===== config.mk =====
export PLATFORM = sky130hd
export DESIGN_NAME = two_sensor_speed_trap_top
export DESIGN_NICKNAME = d
export VERILOG_FILES = /design/src/rtl/tsst_pkg.sv /design/src/rtl/tsst_ctrl.sv /design/src/rtl/tsst_dp.sv /design/src/rtl/two_sensor_speed_trap_top.sv
export SDC_FILE = /design/constraint.sdc
export NUM_CORES = 1
export LEC_CHECK = 0
export BUFFER_PORTS_ARGS = -buffer_cell sky130_fd_sc_hd__buf_2
export CAP_MARGIN = 30
export CORE_MARGIN = 2
export CORE_UTILIZATION = 50
export CTS_CLUSTER_SIZE = 14
export DETAILED_ROUTE_END_ITERATION = 16
export PLACE_DENSITY = 0.67
export SLEW_MARGIN = 25
export SYNTH_ARGS = -nofsm -noshare
export SYNTH_HDL_FRONTEND = slang
export SYNTH_SLANG_ARGS = --single-unit

===== constraint.sdc =====
create_clock -name clock -period 8.51 [get_ports clock]
set_input_delay 0 -clock clock [delete_from_list [all_inputs] [get_ports clock]]
set_output_delay 0 -clock clock [all_outputs]
set_load 0.05 [all_outputs]

===== src/rtl/tsst_pkg.sv =====
package tsst_pkg;

   localparam int SPEED_BITS = 24;
   localparam int NUM_W      = 27;
   localparam int DEN_W      = 32;
   localparam int MPH_W      = 16;
   localparam int PROD_W     = NUM_W + MPH_W;
   localparam int CNT_W      = $clog2(NUM_W);
   localparam int CSR_IDX_W  = 3;
   localparam int CSR_DATA_W = 16;

   localparam logic [8:0]        HOUR_FACTOR = 9'd360;
   localparam logic [MPH_W-1:0]  MPH_FACTOR  = 16'd40722;
   localparam logic [32:0]       SPEED_MAX   = (33'd1 << SPEED_BITS) - 33'd1;

   localparam logic [2:0] ST_CLEAR    = 3'd0;
   localparam logic [2:0] ST_SENSA    = 3'd1;
   localparam logic [2:0] ST_SENSB    = 3'd2;
   localparam logic [2:0] ST_UPDATED  = 3'd3;
   localparam logic [2:0] ST_ACTIVE   = 3'd4;
   localparam logic [2:0] ST_CLEARING = 3'd5;

   localparam logic [CSR_IDX_W-1:0] CSR_SPACING     = 3'd0;
   localparam logic [CSR_IDX_W-1:0] CSR_SCALE       = 3'd1;
   localparam logic [CSR_IDX_W-1:0] CSR_METRIC      = 3'd2;
   localparam logic [CSR_IDX_W-1:0] CSR_WIN_LOW     = 3'd3;
   localparam logic [CSR_IDX_W-1:0] CSR_WIN_HIGH    = 3'd4;
   localparam logic [CSR_IDX_W-1:0] CSR_SECOND_TMO  = 3'd5;
   localparam logic [CSR_IDX_W-1:0] CSR_CLEAR_TMO   = 3'd6;

   typedef struct packed {
      logic [31:0] now_ms;
      logic        sensors_ready;
      logic [7:0]  range_a;
      logic [7:0]  range_b;
      logic        speed_taken;
   } req_type;

   typedef struct packed {
      logic                  trigger_sensors;
      logic [2:0]            machine_state;
      logic [SPEED_BITS-1:0] speed_hundredths;
      logic                  speed_new;
      logic                  waiting_led;
      logic                  detect_a;
      logic                  detect_b;
   } rsp_type;

   typedef struct packed {
      logic capture;
      logic eval;
      logic prep;
      logic div_step;
      logic mul;
      logic fin;
      logic load;
   } cmd_type;

   typedef struct packed {
      logic need_div;
      logic out_free;
   } sts_type;

endpackage


===== src/rtl/tsst_ctrl.sv =====
module tsst_ctrl (
   input  logic             clock,
   input  logic             reset,
   input  logic             req_valid,
   output logic             req_stall,
   input  tsst_pkg::sts_type sts,
   output tsst_pkg::cmd_type cmd
);
   import tsst_pkg::*;

   localparam logic [2:0] C_IDLE = 3'd0;
   localparam logic [2:0] C_EVAL = 3'd1;
   localparam logic [2:0] C_PREP = 3'd2;
   localparam logic [2:0] C_DIV  = 3'd3;
   localparam logic [2:0] C_MUL  = 3'd4;
   localparam logic [2:0] C_FIN  = 3'd5;
   localparam logic [2:0] C_LOAD = 3'd6;

   logic [2:0]       state_ff, state_in;
   logic [CNT_W-1:0] cnt_ff, cnt_in;

   assign req_stall = (state_ff != C_IDLE);

   always_comb begin
      state_in = state_ff;
      cnt_in   = cnt_ff;
      cmd      = '0;
      case (state_ff)
         C_IDLE: begin
            if (req_valid) begin
               cmd.capture = 1'b1;
               state_in    = C_EVAL;
            end
         end
         C_EVAL: begin
            cmd.eval = 1'b1;
            state_in = sts.need_div ? C_PREP : C_LOAD;
         end
         C_PREP: begin
            cmd.prep = 1'b1;
            cnt_in   = '0;
            state_in = C_DIV;
         end
         C_DIV: begin
            cmd.div_step = 1'b1;
            if (cnt_ff == CNT_W'(NUM_W - 1)) begin
               state_in = C_MUL;
            end else begin
               cnt_in = cnt_ff + CNT_W'(1);
            end
         end
         C_MUL: begin
            cmd.mul  = 1'b1;
            state_in = C_FIN;
         end
         C_FIN: begin
            cmd.fin  = 1'b1;
            state_in = C_LOAD;
         end
         C_LOAD: begin
            if (sts.out_free) begin
               cmd.load = 1'b1;
               state_in = C_IDLE;
            end
         end
         default: begin
            state_in = C_IDLE;
         end
      endcase
   end

   always_ff @(posedge clock) begin
      if (reset) begin
         state_ff <= C_IDLE;
         cnt_ff   <= '0;
      end else begin
         state_ff <= state_in;
         cnt_ff   <= cnt_in;
      end
   end

endmodule


===== src/rtl/tsst_dp.sv =====
module tsst_dp (
   input  logic                               clock,
   input  logic                               reset,
   input  tsst_pkg::cmd_type                  cmd,
   output tsst_pkg::sts_type                  sts,
   input  tsst_pkg::req_type                  req_data,
   input  logic                               csr_wr,
   input  logic [tsst_pkg::CSR_IDX_W-1:0]     csr_index,
   input  logic [tsst_pkg::CSR_DATA_W-1:0]    csr_data,
   output logic                               rsp_valid,
   input  logic                               rsp_stall,
   output tsst_pkg::rsp_type                  rsp_data
);
   import tsst_pkg::*;

   // configuration
   logic [9:0]  spacing_ff;
   logic [7:0]  scale_ff;
   logic        metric_ff;
   logic [7:0]  win_low_ff;
   logic [7:0]  win_high_ff;
   logic [15:0] second_tmo_ff;
   logic [15:0] clear_tmo_ff;
   logic [17:0] pair_ff;

   // trap state
   logic                  triggered_ff, triggered_in;
   logic                  det_a_ff, det_a_in;
   logic                  det_b_ff, det_b_in;
   logic [2:0]            fsm_ff, fsm_in;
   logic [31:0]           mark_ff, mark_in;
   logic [SPEED_BITS-1:0] speed_ff;
   logic                  updated_ff, updated_in;
   logic                  trig_ff, trig_in;
   logic                  clr_speed;
   logic                  need_div;

   // tick and arithmetic
   req_type               in_ff;
   logic [31:0]           elapsed;
   logic [DEN_W-1:0]      den_ff;
   logic                  zero_ff;
   logic [DEN_W-1:0]      rem_ff;
   logic [NUM_W-1:0]      quo_ff;
   logic [DEN_W:0]        rem_shift;
   logic [DEN_W:0]        rem_diff;
   logic [PROD_W-1:0]     prod_ff;
   logic [NUM_W-1:0]      q_sel;
   logic [32:0]           q_ext;
   logic [SPEED_BITS-1:0] speed_res;

   logic    rsp_valid_ff;
   rsp_type rsp_ff;

   always_ff @(posedge clock) begin
      if (reset) begin
         spacing_ff    <= 10'd127;
         scale_ff      <= 8'd87;
         metric_ff     <= 1'b0;
         win_low_ff    <= 8'd0;
         win_high_ff   <= 8'd255;
         second_tmo_ff <= 16'd45455;
         clear_tmo_ff  <= 16'd1500;
      end else if (csr_wr) begin
         case (csr_index)
            CSR_SPACING:    spacing_ff    <= csr_data[9:0];
            CSR_SCALE:      scale_ff      <= csr_data[7:0];
            CSR_METRIC:     metric_ff     <= csr_data[0];
            CSR_WIN_LOW:    win_low_ff    <= csr_data[7:0];
            CSR_WIN_HIGH:   win_high_ff   <= csr_data[7:0];
            CSR_SECOND_TMO: second_tmo_ff <= csr_data;
            CSR_CLEAR_TMO:  clear_tmo_ff  <= csr_data;
            default: begin
            end
         endcase
      end
   end

   always_ff @(posedge clock) begin
      pair_ff <= 18'(spacing_ff) * 18'(scale_ff);
   end

   always_ff @(posedge clock) begin
      if (cmd.capture) begin
         in_ff <= req_data;
      end
   end

   assign elapsed = in_ff.now_ms - mark_ff;

   // one tick of the trap
   always_comb begin
      triggered_in = triggered_ff;
      det_a_in     = det_a_ff;
      det_b_in     = det_b_ff;
      fsm_in       = fsm_ff;
      mark_in      = mark_ff;
      trig_in      = 1'b0;
      clr_speed    = 1'b0;
      need_div     = 1'b0;
      updated_in   = in_ff.speed_taken ? 1'b0 : updated_ff;

      if (!triggered_ff) begin
         trig_in      = 1'b1;
         triggered_in = 1'b1;
      end else if (in_ff.sensors_ready) begin
         triggered_in = 1'b0;
         det_a_in = (in_ff.range_a >= win_low_ff) && (in_ff.range_a <= win_high_ff);
         det_b_in = (in_ff.range_b >= win_low_ff) && (in_ff.range_b <= win_high_ff);
      end

      case (fsm_ff)
         ST_SENSA, ST_SENSB: begin
            if ((fsm_ff == ST_SENSA) ? det_b_in : det_a_in) begin
               need_div   = 1'b1;
               updated_in = 1'b1;
               mark_in    = in_ff.now_ms;
               fsm_in     = ST_UPDATED;
            end else if (elapsed > {16'd0, second_tmo_ff}) begin
               clr_speed = 1'b1;
               fsm_in    = ST_ACTIVE;
            end
         end
         ST_UPDATED: begin
            if (!updated_in) begin
               fsm_in = ST_ACTIVE;
            end
         end
         ST_ACTIVE: begin
            if (!det_a_in && !det_b_in) begin
               mark_in = in_ff.now_ms;
               fsm_in  = ST_CLEARING;
            end
         end
         ST_CLEARING: begin
            if (det_a_in || det_b_in) begin
               fsm_in = ST_ACTIVE;
            end else if (elapsed > {16'd0, clear_tmo_ff}) begin
               fsm_in = ST_CLEAR;
            end
         end
         default: begin
            if (det_a_in && det_b_in) begin
               fsm_in = ST_CLEARING;
            end else if (det_a_in) begin
               mark_in = in_ff.now_ms;
               fsm_in  = ST_SENSA;
            end else if (det_b_in) begin
               mark_in = in_ff.now_ms;
               fsm_in  = ST_SENSB;
            end else begin
               fsm_in = ST_CLEAR;
            end
         end
      endcase
   end

   assign sts.need_div = need_div;
   assign sts.out_free = !rsp_valid_ff || !rsp_stall;

   always_ff @(posedge clock) begin
      if (reset) begin
         triggered_ff <= 1'b0;
         det_a_ff     <= 1'b0;
         det_b_ff     <= 1'b0;
         fsm_ff       <= ST_CLEAR;
         mark_ff      <= '0;
         updated_ff   <= 1'b0;
         speed_ff     <= '0;
         trig_ff      <= 1'b0;
      end else if (cmd.eval) begin
         triggered_ff <= triggered_in;
         det_a_ff     <= det_a_in;
         det_b_ff     <= det_b_in;
         fsm_ff       <= fsm_in;
         mark_ff      <= mark_in;
         updated_ff   <= updated_in;
         trig_ff      <= trig_in;
         if (clr_speed) begin
            speed_ff <= '0;
         end
      end else if (cmd.fin) begin
         speed_ff <= speed_res;
      end
   end

   always_ff @(posedge clock) begin
      if (cmd.eval) begin
         den_ff  <= elapsed;
         zero_ff <= (elapsed == 32'd0);
      end
   end

   // restoring divider, one quotient bit per step
   assign rem_shift = {rem_ff, quo_ff[NUM_W-1]};
   assign rem_diff  = rem_shift - {1'b0, den_ff};

   always_ff @(posedge clock) begin
      if (cmd.prep) begin
         rem_ff <= '0;
         quo_ff <= NUM_W'(pair_ff) * NUM_W'(HOUR_FACTOR);
      end else if (cmd.div_step) begin
         if (!rem_diff[DEN_W]) begin
            rem_ff <= rem_diff[DEN_W-1:0];
            quo_ff <= {quo_ff[NUM_W-2:0], 1'b1};
         end else begin
            rem_ff <= rem_shift[DEN_W-1:0];
            quo_ff <= {quo_ff[NUM_W-2:0], 1'b0};
         end
      end
   end

   always_ff @(posedge clock) begin
      if (cmd.mul) begin
         prod_ff <= PROD_W'(quo_ff) * PROD_W'(MPH_FACTOR);
      end
   end

   assign q_sel     = metric_ff ? quo_ff : prod_ff[PROD_W-1:MPH_W];
   assign q_ext     = 33'(q_sel);
   assign speed_res = (zero_ff || (q_ext > SPEED_MAX)) ? SPEED_MAX[SPEED_BITS-1:0]
                                                      : q_ext[SPEED_BITS-1:0];

   // output register
   always_ff @(posedge clock) begin
      if (reset) begin
         rsp_valid_ff <= 1'b0;
      end else if (cmd.load) begin
         rsp_valid_ff <= 1'b1;
      end else if (!rsp_stall) begin
         rsp_valid_ff <= 1'b0;
      end
   end

   always_ff @(posedge clock) begin
      if (cmd.load) begin
         rsp_ff.trigger_sensors  <= trig_ff;
         rsp_ff.machine_state    <= fsm_ff;
         rsp_ff.speed_hundredths <= speed_ff;
         rsp_ff.speed_new        <= updated_ff;
         rsp_ff.waiting_led      <= (fsm_ff == ST_SENSA) || (fsm_ff == ST_SENSB);
         rsp_ff.detect_a         <= det_a_ff;
         rsp_ff.detect_b         <= det_b_ff;
      end
   end

   assign rsp_valid = rsp_valid_ff;
   assign rsp_data  = rsp_ff;

endmodule


===== src/rtl/two_sensor_speed_trap_top.sv =====
// a tick is captured, evaluated and loaded once the output is free; a tick
//    that measures a speed first runs the 27-step restoring divider for the
//    speed quotient; no new tick is taken until the result has been loaded
// reset: synchronous, active high; clears trap state, speed and flags and
//    loads the registers with their defaults; no clearing pass
module two_sensor_speed_trap_top (
   input  logic                             clock,
   input  logic                             reset,
   input  logic                             req_valid,
   output logic                             req_stall,
   input  tsst_pkg::req_type                req_data,
   output logic                             rsp_valid,
   input  logic                             rsp_stall,
   output tsst_pkg::rsp_type                rsp_data,
   input  logic                             csr_valid,
   output logic                             csr_ready,
   input  logic [tsst_pkg::CSR_IDX_W-1:0]   csr_index,
   input  logic [tsst_pkg::CSR_DATA_W-1:0]  csr_data
);
   import tsst_pkg::*;

   cmd_type cmd;
   sts_type sts;
   logic    csr_wr;

   assign csr_ready = 1'b1;
   assign csr_wr    = csr_valid && csr_ready;

   tsst_ctrl u_ctrl (
      .clock     (clock),
      .reset     (reset),
      .req_valid (req_valid),
      .req_stall (req_stall),
      .sts       (sts),
      .cmd       (cmd)
   );

   tsst_dp u_dp (
      .clock     (clock),
      .reset     (reset),
      .cmd       (cmd),
      .sts       (sts),
      .req_data  (req_data),
      .csr_wr    (csr_wr),
      .csr_index (csr_index),
      .csr_data  (csr_data),
      .rsp_valid (rsp_valid),
      .rsp_stall (rsp_stall),
      .rsp_data  (rsp_data)
   );

endmodule

## Yosys cells after proc, flatten, opt, wreduce, memory -nomap -nowiden

Cells that the tools add are included.

- Output and inout port bits: 35
- Logic and storage cells: 174
- Input port bits: 74
- Flip-flop bits (word level): 374

- Bitwise gates (word level): 1
- Magnitude comparators: 7
- Add/subtract/negate cells: 3
- Mux-type cells: 59
- Reduce and logical (&&, ||, !) cells: 34
- Eq/ne operators: 30
- Multiply operators: 3

Operators by type and width:

| cell | count |
|---|---|
| 2-to-1 mux 32 bit | 6 |
| 2-to-1 mux 24 bit | 4 |
| one-hot mux 32 bit (3 select lines) | 1 |
| 2-to-1 mux 27 bit | 3 |
| > comparator 32 x 16 -> 1 bit | 2 |
| multiplier 27 x 15 -> 42 bit (second input constant) | 1 |
| 2-to-1 mux 3 bit | 12 |
| subtractor 33 x 32 -> 33 bit | 1 |
| zero test 32 bit | 1 |
| subtractor 32 bit | 1 |
| 2-to-1 mux 1 bit | 28 |
| > comparator 27 x 24 -> 1 bit (second input constant) | 1 |
| equality test 3 bit (second input constant) | 8 |
| multiplier 18 x 6 -> 24 bit (second input constant) | 1 |
| one-hot mux 3 bit (7 select lines) | 1 |
| equality test 3 x 2 -> 1 bit (second input constant) | 6 |
| multiplier 10 x 8 -> 18 bit | 1 |
| AND reduction 2 bit | 9 |
| greater-or-equal comparator 8 bit | 2 |
| less-or-equal comparator 8 bit | 2 |
| one-hot mux 3 bit (4 select lines) | 1 |
| inequality test 2 x 1 -> 1 bit (second input constant) | 5 |
| one-hot mux 5 bit (2 select lines) | 1 |
| equality test 3 x 1 -> 1 bit (second input constant) | 3 |
| other kinds (19) | 36 |

## Longest topological paths before layout

Gate-level depths: netlist (run 1).

- Word-level depth: 9
- Depth in mapped cells: 22
- Depth with buffers taken out: 22

## Hierarchy

From an unflattened synthesis (run 1), not the netlist that was laid out.

- Cells, all modules: 2885
- Area, all modules: 28599.9 um^2

By module, submodules not included:

| module | cells each | area an instance (um^2) | instances | sequential area each (um^2) |
|---|---|---|---|---|
| tsst_dp | 2817 | 28023.1 | 1 | 8688.3 |
| tsst_ctrl | 66 | 565.5 | 1 | 160.2 |
| two_sensor_speed_trap_top | 2 | 11.3 | 1 | 0.0 |

## Worst setup path after synthesis (run 1)

No wires, ideal clock.

- Path kind: reg2reg
- Start point: register u_dp.quo_ff[6]
- End point: register u_dp.prod_ff[42], data pin
- Required time: 8252 ps
- Arrival: 5835 ps
- Slack: 2417 ps
- Path buffers: 0
- Period minus slack after synthesis: 6093 ps
- Cell stages (with the launch flop): 19
- Library setup time: 258 ps
- Cells stage by stage: edfxtp_1 -> fa_1 -> fa_1 -> fa_1 -> fa_1 -> fa_1 -> ha_1 -> ha_1 -> o21a_1 -> o21ai_0 -> nand2b_1 -> and3_1 -> a221oi_1 -> o21ai_1 -> a211oi_1 -> o21ai_1 -> a211o_1 -> a21oi_1 -> xnor2_1

- Word-level cells in the longest chain between the ends: 1

RTL lines:

| item | line | RTL |
|---|---|---|
| start: declaration | tsst_dp.sv:44 | `logic [NUM_W-1:0] quo_ff;` |
| start signal: assignment | tsst_dp.sv:201 | `quo_ff <= NUM_W'(pair_ff) * NUM_W'(HOUR_FACTOR);` |
| start signal: assignment | tsst_dp.sv:205 | `quo_ff <= {quo_ff[NUM_W-2:0], 1'b1};` |
| start signal: assignment | tsst_dp.sv:208 | `quo_ff <= {quo_ff[NUM_W-2:0], 1'b0};` |
| multiplier 27 x 15 -> 42 bit | tsst_dp.sv:215 | `prod_ff <= PROD_W'(quo_ff) * PROD_W'(MPH_FACTOR);` |
| end signal: assignment | tsst_dp.sv:215 |  |
| end: declaration | tsst_dp.sv:47 | `logic [PROD_W-1:0] prod_ff;` |

No other way between the ends.
A chain may end at the register's enable or synchronous reset.

## Worst setup path after layout (run 1)

- Start point: register u_dp.quo_ff[4]
- End point: register u_dp.prod_ff[42], data pin

The elaborated chain is that of the path after synthesis.

==> results of run 1 <==
## how the worst max path moves through the flow
stage                             startpoint                          to  slack [ps]  depth (start not counted)
finish              u_dp.quo_ff[4]$_DFFE_PP_  u_dp.prod_ff[42]$_DFFE_PP_        1510                         20
floorplan           u_dp.quo_ff[6]$_DFFE_PP_  u_dp.prod_ff[42]$_DFFE_PP_        2420                         18
CTS                 u_dp.quo_ff[4]$_DFFE_PP_  u_dp.prod_ff[42]$_DFFE_PP_        1450                         20
global route        u_dp.quo_ff[4]$_DFFE_PP_  u_dp.prod_ff[42]$_DFFE_PP_         980                         20
global placement    u_dp.quo_ff[4]$_DFFE_PP_  u_dp.prod_ff[42]$_DFFE_PP_        1580                         20
detailed placement  u_dp.quo_ff[4]$_DFFE_PP_  u_dp.prod_ff[42]$_DFFE_PP_        1470                         20
## sequential cells by signal, indices dropped and copies added (netlist names), 5 cells and up
register and flops:
u_dp.den_ff 32, u_dp.clear_tmo_ff 16, u_dp.prod_ff 27, u_dp.scale_ff 8, u_dp.second_tmo_ff 16, u_dp.win_high_ff 8
u_dp.quo_ff 27, u_dp.spacing_ff 10, u_ctrl.cnt_ff 5, u_dp.win_low_ff 8, u_dp.rsp_data 32, u_dp.pair_ff 18
u_dp.in_ff 50, u_dp.mark_ff 32, u_dp.rem_ff 32, u_dp.speed_ff 24
## final cells by class
class                   instances  area, sq um  share of cell area
clock inverters                21          215             0.00668
multi-input cells            2055        18000               0.560
clock buffers                  56         1150              0.0359
flip-flops and latches        359         8850               0.275
well taps                     765          957              0.0297
inverters                     406         1520              0.0473
repair buffers                202         1470              0.0458
## synth_stat cells, drive strengths merged (19+ instances only)
cell type and n:
xnor2 59, ha 384, nand3 42, edfxtp 166, a21oi 178, dfxtp 193
clkbuf 57, nor2 189, a31oi 34, a211oi 20, fa 220, inv 405
o21a 19, mux2i 89, a21o 56, a211o 26, nor2b 28, o21ai 104
nand4 24, and2 55, nor3 35, buf 26, nand2 245, xor2 37
## worst reg2reg max path, cell delays in order, from the launching register on
cell and delay [ps]:
sky130_fd_sc_hd__edfxtp_1 690, sky130_fd_sc_hd__ha_1 360, sky130_fd_sc_hd__fa_1 460, sky130_fd_sc_hd__fa_1 520, sky130_fd_sc_hd__fa_1 490, sky130_fd_sc_hd__inv_1 50
sky130_fd_sc_hd__fa_1 530, sky130_fd_sc_hd__inv_1 40, sky130_fd_sc_hd__ha_1 290, sky130_fd_sc_hd__ha_1 310, sky130_fd_sc_hd__a21oi_1 150, sky130_fd_sc_hd__o21ai_0 100
sky130_fd_sc_hd__a21oi_1 310, sky130_fd_sc_hd__o211ai_1 260, sky130_fd_sc_hd__a221oi_1 570, sky130_fd_sc_hd__o21ai_1 340, sky130_fd_sc_hd__a211oi_1 490, sky130_fd_sc_hd__o21ai_1 210
sky130_fd_sc_hd__a211o_1 320, sky130_fd_sc_hd__a21oi_1 190, sky130_fd_sc_hd__xnor2_1 80
## cell families (layout without fill, tap and decap cells)
group           after synthesis  count (layout)
simple gates                726             726
flops                       359             359
xor+xnor                     96              96
compound gates              539             539
other cells                   1               1
buf+inv                     493             685
mux                          89              89
fa+ha+maj                   604             604
## per-stage QoR
stage	std cells	worst slack, ps	utilization	hold slack, ps
after floorplan	2907	2420	-	98.9
after global placement	3708	1580	0.523	177
after detailed placement	3710	1470	0.524	178
after CTS	3862	1450	0.561	88.8
after global routing	3864	979	0.561	115
final	3864	1510	0.561	123
## metal layers
metal / track usage / up-vias / wire length [microns]
met5: 0 / - / 14
li1: - / 10300 / -
met4: 0.0511 / 2 / 1200
met2: 0.383 / 370 / 31100
met3: 0.0303 / 77 / 2710
met1: 0.287 / 10200 / 29300
==> results.yml, run 1 <==
run_status:
  outcome: "finished, final reports clean"
routing:
  route.detailed.wl_per_inst_microns: 16.6
  route.detailed.vias_per_inst: 5.42
  routed_wl_microns: 64300
  drt.antenna.violating_nets: 0
  detail_route.first_pass.iterations: 5
  iter_0_drt_violations: 1021
  post-route-drc-count: 0
  detailroute.via_count: 20900
placement:
  gp_congestion: 0.892
  place.detailed.hpwl_microns: 49500
  dpl-instance-area_sq_um: 30000
  placement.io_buffers: 107
worst_setup_path:
  reg2reg_to: "u_dp.prod_ff[42]$_DFFE_PP_"
  worstPathArrival_ps: 7320
  critPathKind: "reg2reg"
  timing.critical_path.to_type: "register"
  crit_required_ps: 8830
  worst_path_largest_cell_delay_ps: 690
  worst-r2r-setup-slack_ps: 1510
  reg2reg_depth: 20
  critical_path.cell_chain: "ha_1, fa_1, fa_1, fa_1, inv_1, fa_1, inv_1, ha_1, ha_1, a21oi_1, o21ai_0, a21oi_1, o211ai_1, a221oi_1, o21ai_1, a211oi_1, o21ai_1, a211o_1, a21oi_1, xnor2_1"
  worst-path-max-fanout: 10
  crit_path_top_delay_cell: "sky130_fd_sc_hd__edfxtp_1"
  crit-reg2reg-launch: "u_dp.quo_ff[4]$_DFFE_PP_"
  cp_top_family: "adder cells"
  worst_setup_path_start_kind: "register"
  worst-path-buf-inv: 2
  critical-path-top-cell-by-count: "sky130_fd_sc_hd__fa_1"
floorplan:
  rows: 88
  die_area_sq_um: 59600
  chipWidth_microns: 244
  design.core.area_sq_um: 57400
  die_height_microns: 244
  floorplan.io_pins: 109
  initial_core_util: 0.502
cts:
  h-tree-depth: 2
  tritoncts: "done"
  worst_setup_hold_path_clk_slew_ps: 60
  clock_tree_buf_depth: 3
  insertion_delay_of_the_later_clocked_pin_in_the_worst_skew_pair_ps: 580
  cts_made_buffers: 42
  cts_root_buffer: "sky130_fd_sc_hd__clkbuf_16"
  holdBufCountCts: 75
  cts_sinks: 359
  post-cts-setup-buffers: 0
  postCtsResizedCells: 0
grt:
  grt_first_pass_wirelength_microns: 107000
  globalRoute.totalOverflow: 0
  grt_start_max_net_pins: 76
  antenna_violations_before_repair: 2
  grt_util_all_layers: 0.219
  first_global_vias: 21600
synth:
  edff_count_synth: 166
  postSynthNetCount: 3585
  part_of_the_yosys_area_used_for_sequential_elements: 0.307
  postSynthRegisterBits: 359
  synthArstFlopShare: 0
  synthTopCellsByArea: "sky130_fd_sc_hd__edfxtp_1 17%, sky130_fd_sc_hd__ha_1 17%, sky130_fd_sc_hd__fa_1 15%, sky130_fd_sc_hd__dfxtp_1 13%, sky130_fd_sc_hd__inv_1 5.3%"
  post_synth_fa_ha_maj_area_fraction: 0.319
  yosysWarnings: 0
  post_synth_mux_area_share: 0.0309
  synth.distinct_cells: 93
  yosysTopAreaCell: "sky130_fd_sc_hd__edfxtp_1"
  synth_area_sq_um: 28800
  synthesis.instances: 2907
  avgSynthCellArea_sq_um: 9.92
  synthFlopType: "sky130_fd_sc_hd__dfxtp_1"
  combinational_family_with_the_most_area_after_synthesis: "adder cells"
  synth_area_in_simple_gates: 0.121
  synth_compound_area_frac: 0.122
  synth.top_cell.area_share: 0.173
  post_synth_xor_area_fraction: 0.0301
sta:
  timing_worst_slew_pin_value_ps: 984
  worst_clk_skew_ps: 21.6
  grt_setup_unrepaired: "false"
  max_clock_freq_mhz: 143
  final_report_max_slew_violation_count: 0
  tns_ps: 0
  finalCritPeriodShare: 0.822
  finalHoldViolations: 0
  final.min_clock_period_ps: 7000
  report.final.setup_viol: 0
  worst_slew_margin_rel: 0.344
min_path:
  hold_start: "req_data[16]"
  cell_depth_of_the_worst_min_delay_path: 2
  holdPathEnd: "u_dp.in_ff[16]$_DFFE_PP_"
  hold_path.class: "in2reg"
flow_run:
  maxCapViolations: 0
layout:
  commonest_cells_after_routing_fill_and_taps_aside: "405 x sky130_fd_sc_hd__inv_1, 384 x sky130_fd_sc_hd__ha_1, 245 x sky130_fd_sc_hd__nand2_1"
  post_route_cells_drive_above_1_share: 0.0784
  layout_commonest_cell: "sky130_fd_sc_hd__inv_1"
  nNetsFinal: 3744
  fillers: 4897
  antenna-diode-count: 0
  area_growth_pct: 11.7
  final_design_area_no_fill_sq_um: 32200
Power of run 1 is left out: the tool's default activity adds up to more than one toggle a clock period on the data nets, which glitch-free logic cannot reach.
==> run 2: changes to the inputs <==
Clock period 8.51 ns to 6.7 ns, I/O delays scaled along.
==> run 2 against run 1 <==
Compared with the run above:
- routed wire length increased by 0.74%
- non-clock buffer count increased by 27
- setup slack got worse by 1200 ps
- cell area up 0.86%
- flip-flop and latch count is the same
- maximum frequency grew 10%
- first-iteration DRC count rose by 15%
- critical endpoint is now u_dp.prod_ff[33]$_DFFE_PP_
- highest routed layer is now met4
==> results.yml, run 2 (synthesis results as in run 1) <==
grt:
  grt_util_all_layers: 0.222
  antenna_violations_before_repair: 0
  globalRoute.totalOverflow: 0
  grt_first_pass_wirelength_microns: 108000
  first_global_vias: 21800
  grt_start_max_net_pins: 75
routing:
  route.detailed.wl_per_inst_microns: 16.6
  wl_met3_microns: 2790
  detail_route.first_pass.iterations: 5
  drt.antenna.violating_nets: 0
  routed_wl_microns: 64800
  detailroute.via_count: 21100
  met2_length_microns: 30900
  route.detailed.vias_per_inst: 5.41
  post-route-drc-count: 0
  detail_route.wirelength.met1_microns: 29200
  highest_layer: "met4"
  iter_0_drt_violations: 1177
worst_setup_path:
  crit-reg2reg-launch: "u_dp.quo_ff[9]$_DFFE_PP_"
  reg2reg_to: "u_dp.prod_ff[33]$_DFFE_PP_"
  crit_required_ps: 7150
  cp-startpoint: "u_dp.quo_ff[9]$_DFFE_PP_"
  worstPathArrival_ps: 6820
  timing.critical_path.to_type: "register"
  worst_setup_path_start_kind: "register"
  critPathKind: "reg2reg"
  worst-r2r-setup-slack_ps: 340
  worst-path-max-fanout: 10
  reg2reg_depth: 21
layout:
  commonest_cells_after_routing_fill_and_taps_aside: "405 x sky130_fd_sc_hd__inv_1, 384 x sky130_fd_sc_hd__ha_1, 245 x sky130_fd_sc_hd__nand2_1"
  layout_commonest_cell: "sky130_fd_sc_hd__inv_1"
  largest_register_ffs: 50
  antenna-diode-count: 0
  area_growth_pct: 12.7
  largest_register: "u_dp.in_ff"
  seq_area_sq_um: 8850
  fillers: 4892
  post_route_cells_drive_above_1_share: 0.0877
  nNetsFinal: 3771
  multi_input_area_sq_um: 18000
sta:
  timing_worst_slew_pin_value_ps: 1050
  finalCritPeriodShare: 0.950
  worst_slew_margin_rel: 0.290
  max_clock_freq_mhz: 157
  tns_ps: 0
  worst_clk_skew_ps: 31.0
  grt_setup_unrepaired: "false"
  final_report_max_slew_violation_count: 0
  finalHoldViolations: 0
  final.min_clock_period_ps: 6360
  report.final.setup_viol: 0
run_status:
  outcome: "finished, final reports clean"
floorplan:
  die_area_sq_um: 59600
  design.core.area_sq_um: 57400
  initial_core_util: 0.502
  floorplan.io_pins: 109
  chipWidth_microns: 244
  rows: 88
  die_height_microns: 244
placement:
  place.detailed.hpwl_microns: 50100
  gp_congestion: 0.871
  placement.io_buffers: 107
cts:
  h-tree-depth: 2
  cts_sinks: 359
  cts_root_buffer: "sky130_fd_sc_hd__clkbuf_16"
  postCtsResizedCells: 0
  cts_made_buffers: 42
  insertion_delay_of_the_later_clocked_pin_in_the_worst_skew_pair_ps: 600
  worst_setup_hold_path_clk_slew_ps: 60
  tritoncts: "done"
  clock_tree_buf_depth: 3
min_path:
  holdPathEnd: "u_dp.in_ff[34]$_DFFE_PP_"
  hold_start: "req_data[34]"
  hold_path.class: "in2reg"
  cell_depth_of_the_worst_min_delay_path: 2
flow_run:
  maxCapViolations: 0
[run 2: cell count changes in the layout (fill, tap and decap cells not counted), moves of 2 or more]
cell	before	now
sky130_fd_sc_hd__buf_4	18	45
sky130_fd_sc_hd__clkinvlp_4	5	2
sky130_fd_sc_hd__clkinv_1	5	3
sky130_fd_sc_hd__clkbuf_1	10	8
sky130_fd_sc_hd__clkbuf_8	3	7
[run 2: area by class of cell]
type | count | area share
clock buffer | 58 | 0.0370
clock inverter | 19 | 0.00770
inverter | 406 | 0.0469
multi-input combinational | 2055 | 0.555
sequential | 359 | 0.272
tap | 765 | 0.0295
timing repair buffer | 229 | 0.0516
[run 2: how the worst max path moves through the flow]
stage	end	depth (start not counted)
floorplan	u_dp.prod_ff[42]$_DFFE_PP_	18
global placement	u_dp.prod_ff[33]$_DFFE_PP_	20
detailed placement	u_dp.prod_ff[33]$_DFFE_PP_	20
CTS	u_dp.prod_ff[33]$_DFFE_PP_	20
global route	u_dp.prod_ff[33]$_DFFE_PP_	21
finish	u_dp.prod_ff[33]$_DFFE_PP_	21
[run 2: metrics by stage]
stage / cell area, sq um / hold WS [ps] / setup slack, ps / util / cells
3_5_place_dp: 30200 / 178 / 315 / 0.526 / 3728
5_1_grt: 32500 / 96.1 / 11.8 / 0.566 / 3891
6_report: 32500 / 109 / 336 / 0.566 / 3891
4_1_cts: 32400 / 76.8 / 274 / 0.564 / 3880
2_1_floorplan: 28800 / 98.9 / 607 / - / 2907
3_3_place_gp: 30100 / 177 / 404 / 0.525 / 3725
[run 2: worst max-delay path, stage by stage, from the launching register on]
cell	delay, ps
sky130_fd_sc_hd__edfxtp_1	610
sky130_fd_sc_hd__ha_1	390
sky130_fd_sc_hd__inv_1	50
sky130_fd_sc_hd__fa_1	520
sky130_fd_sc_hd__inv_1	50
sky130_fd_sc_hd__fa_1	470
sky130_fd_sc_hd__fa_1	530
sky130_fd_sc_hd__fa_1	500
sky130_fd_sc_hd__ha_1	310
sky130_fd_sc_hd__ha_1	350
sky130_fd_sc_hd__a21o_1	190
sky130_fd_sc_hd__a21oi_1	170
sky130_fd_sc_hd__o211ai_1	190
sky130_fd_sc_hd__a221oi_1	300
sky130_fd_sc_hd__buf_4	190
sky130_fd_sc_hd__o21ai_1	120
sky130_fd_sc_hd__buf_4	180
sky130_fd_sc_hd__o211a_1	230
sky130_fd_sc_hd__o21a_1	180
sky130_fd_sc_hd__o21a_1	200
sky130_fd_sc_hd__or4_1	410
sky130_fd_sc_hd__nand3_1	80
[run 2: routing by layer]
metal  global-route usage  up-vias
li1                     -    10300
met1                0.289    10200
met2                0.382      397
met3               0.0292       95
met4               0.0719        0
met5                    0        -
[run 2: timing repair]
item                                    in CTS  in global routing
hold buffers                                75                  0
hold endpoints to repair                   160                  0
buffers inserted                             0                 10
endpoints found under the setup margin       0                  2
Power of run 2 is left out for the same reason.
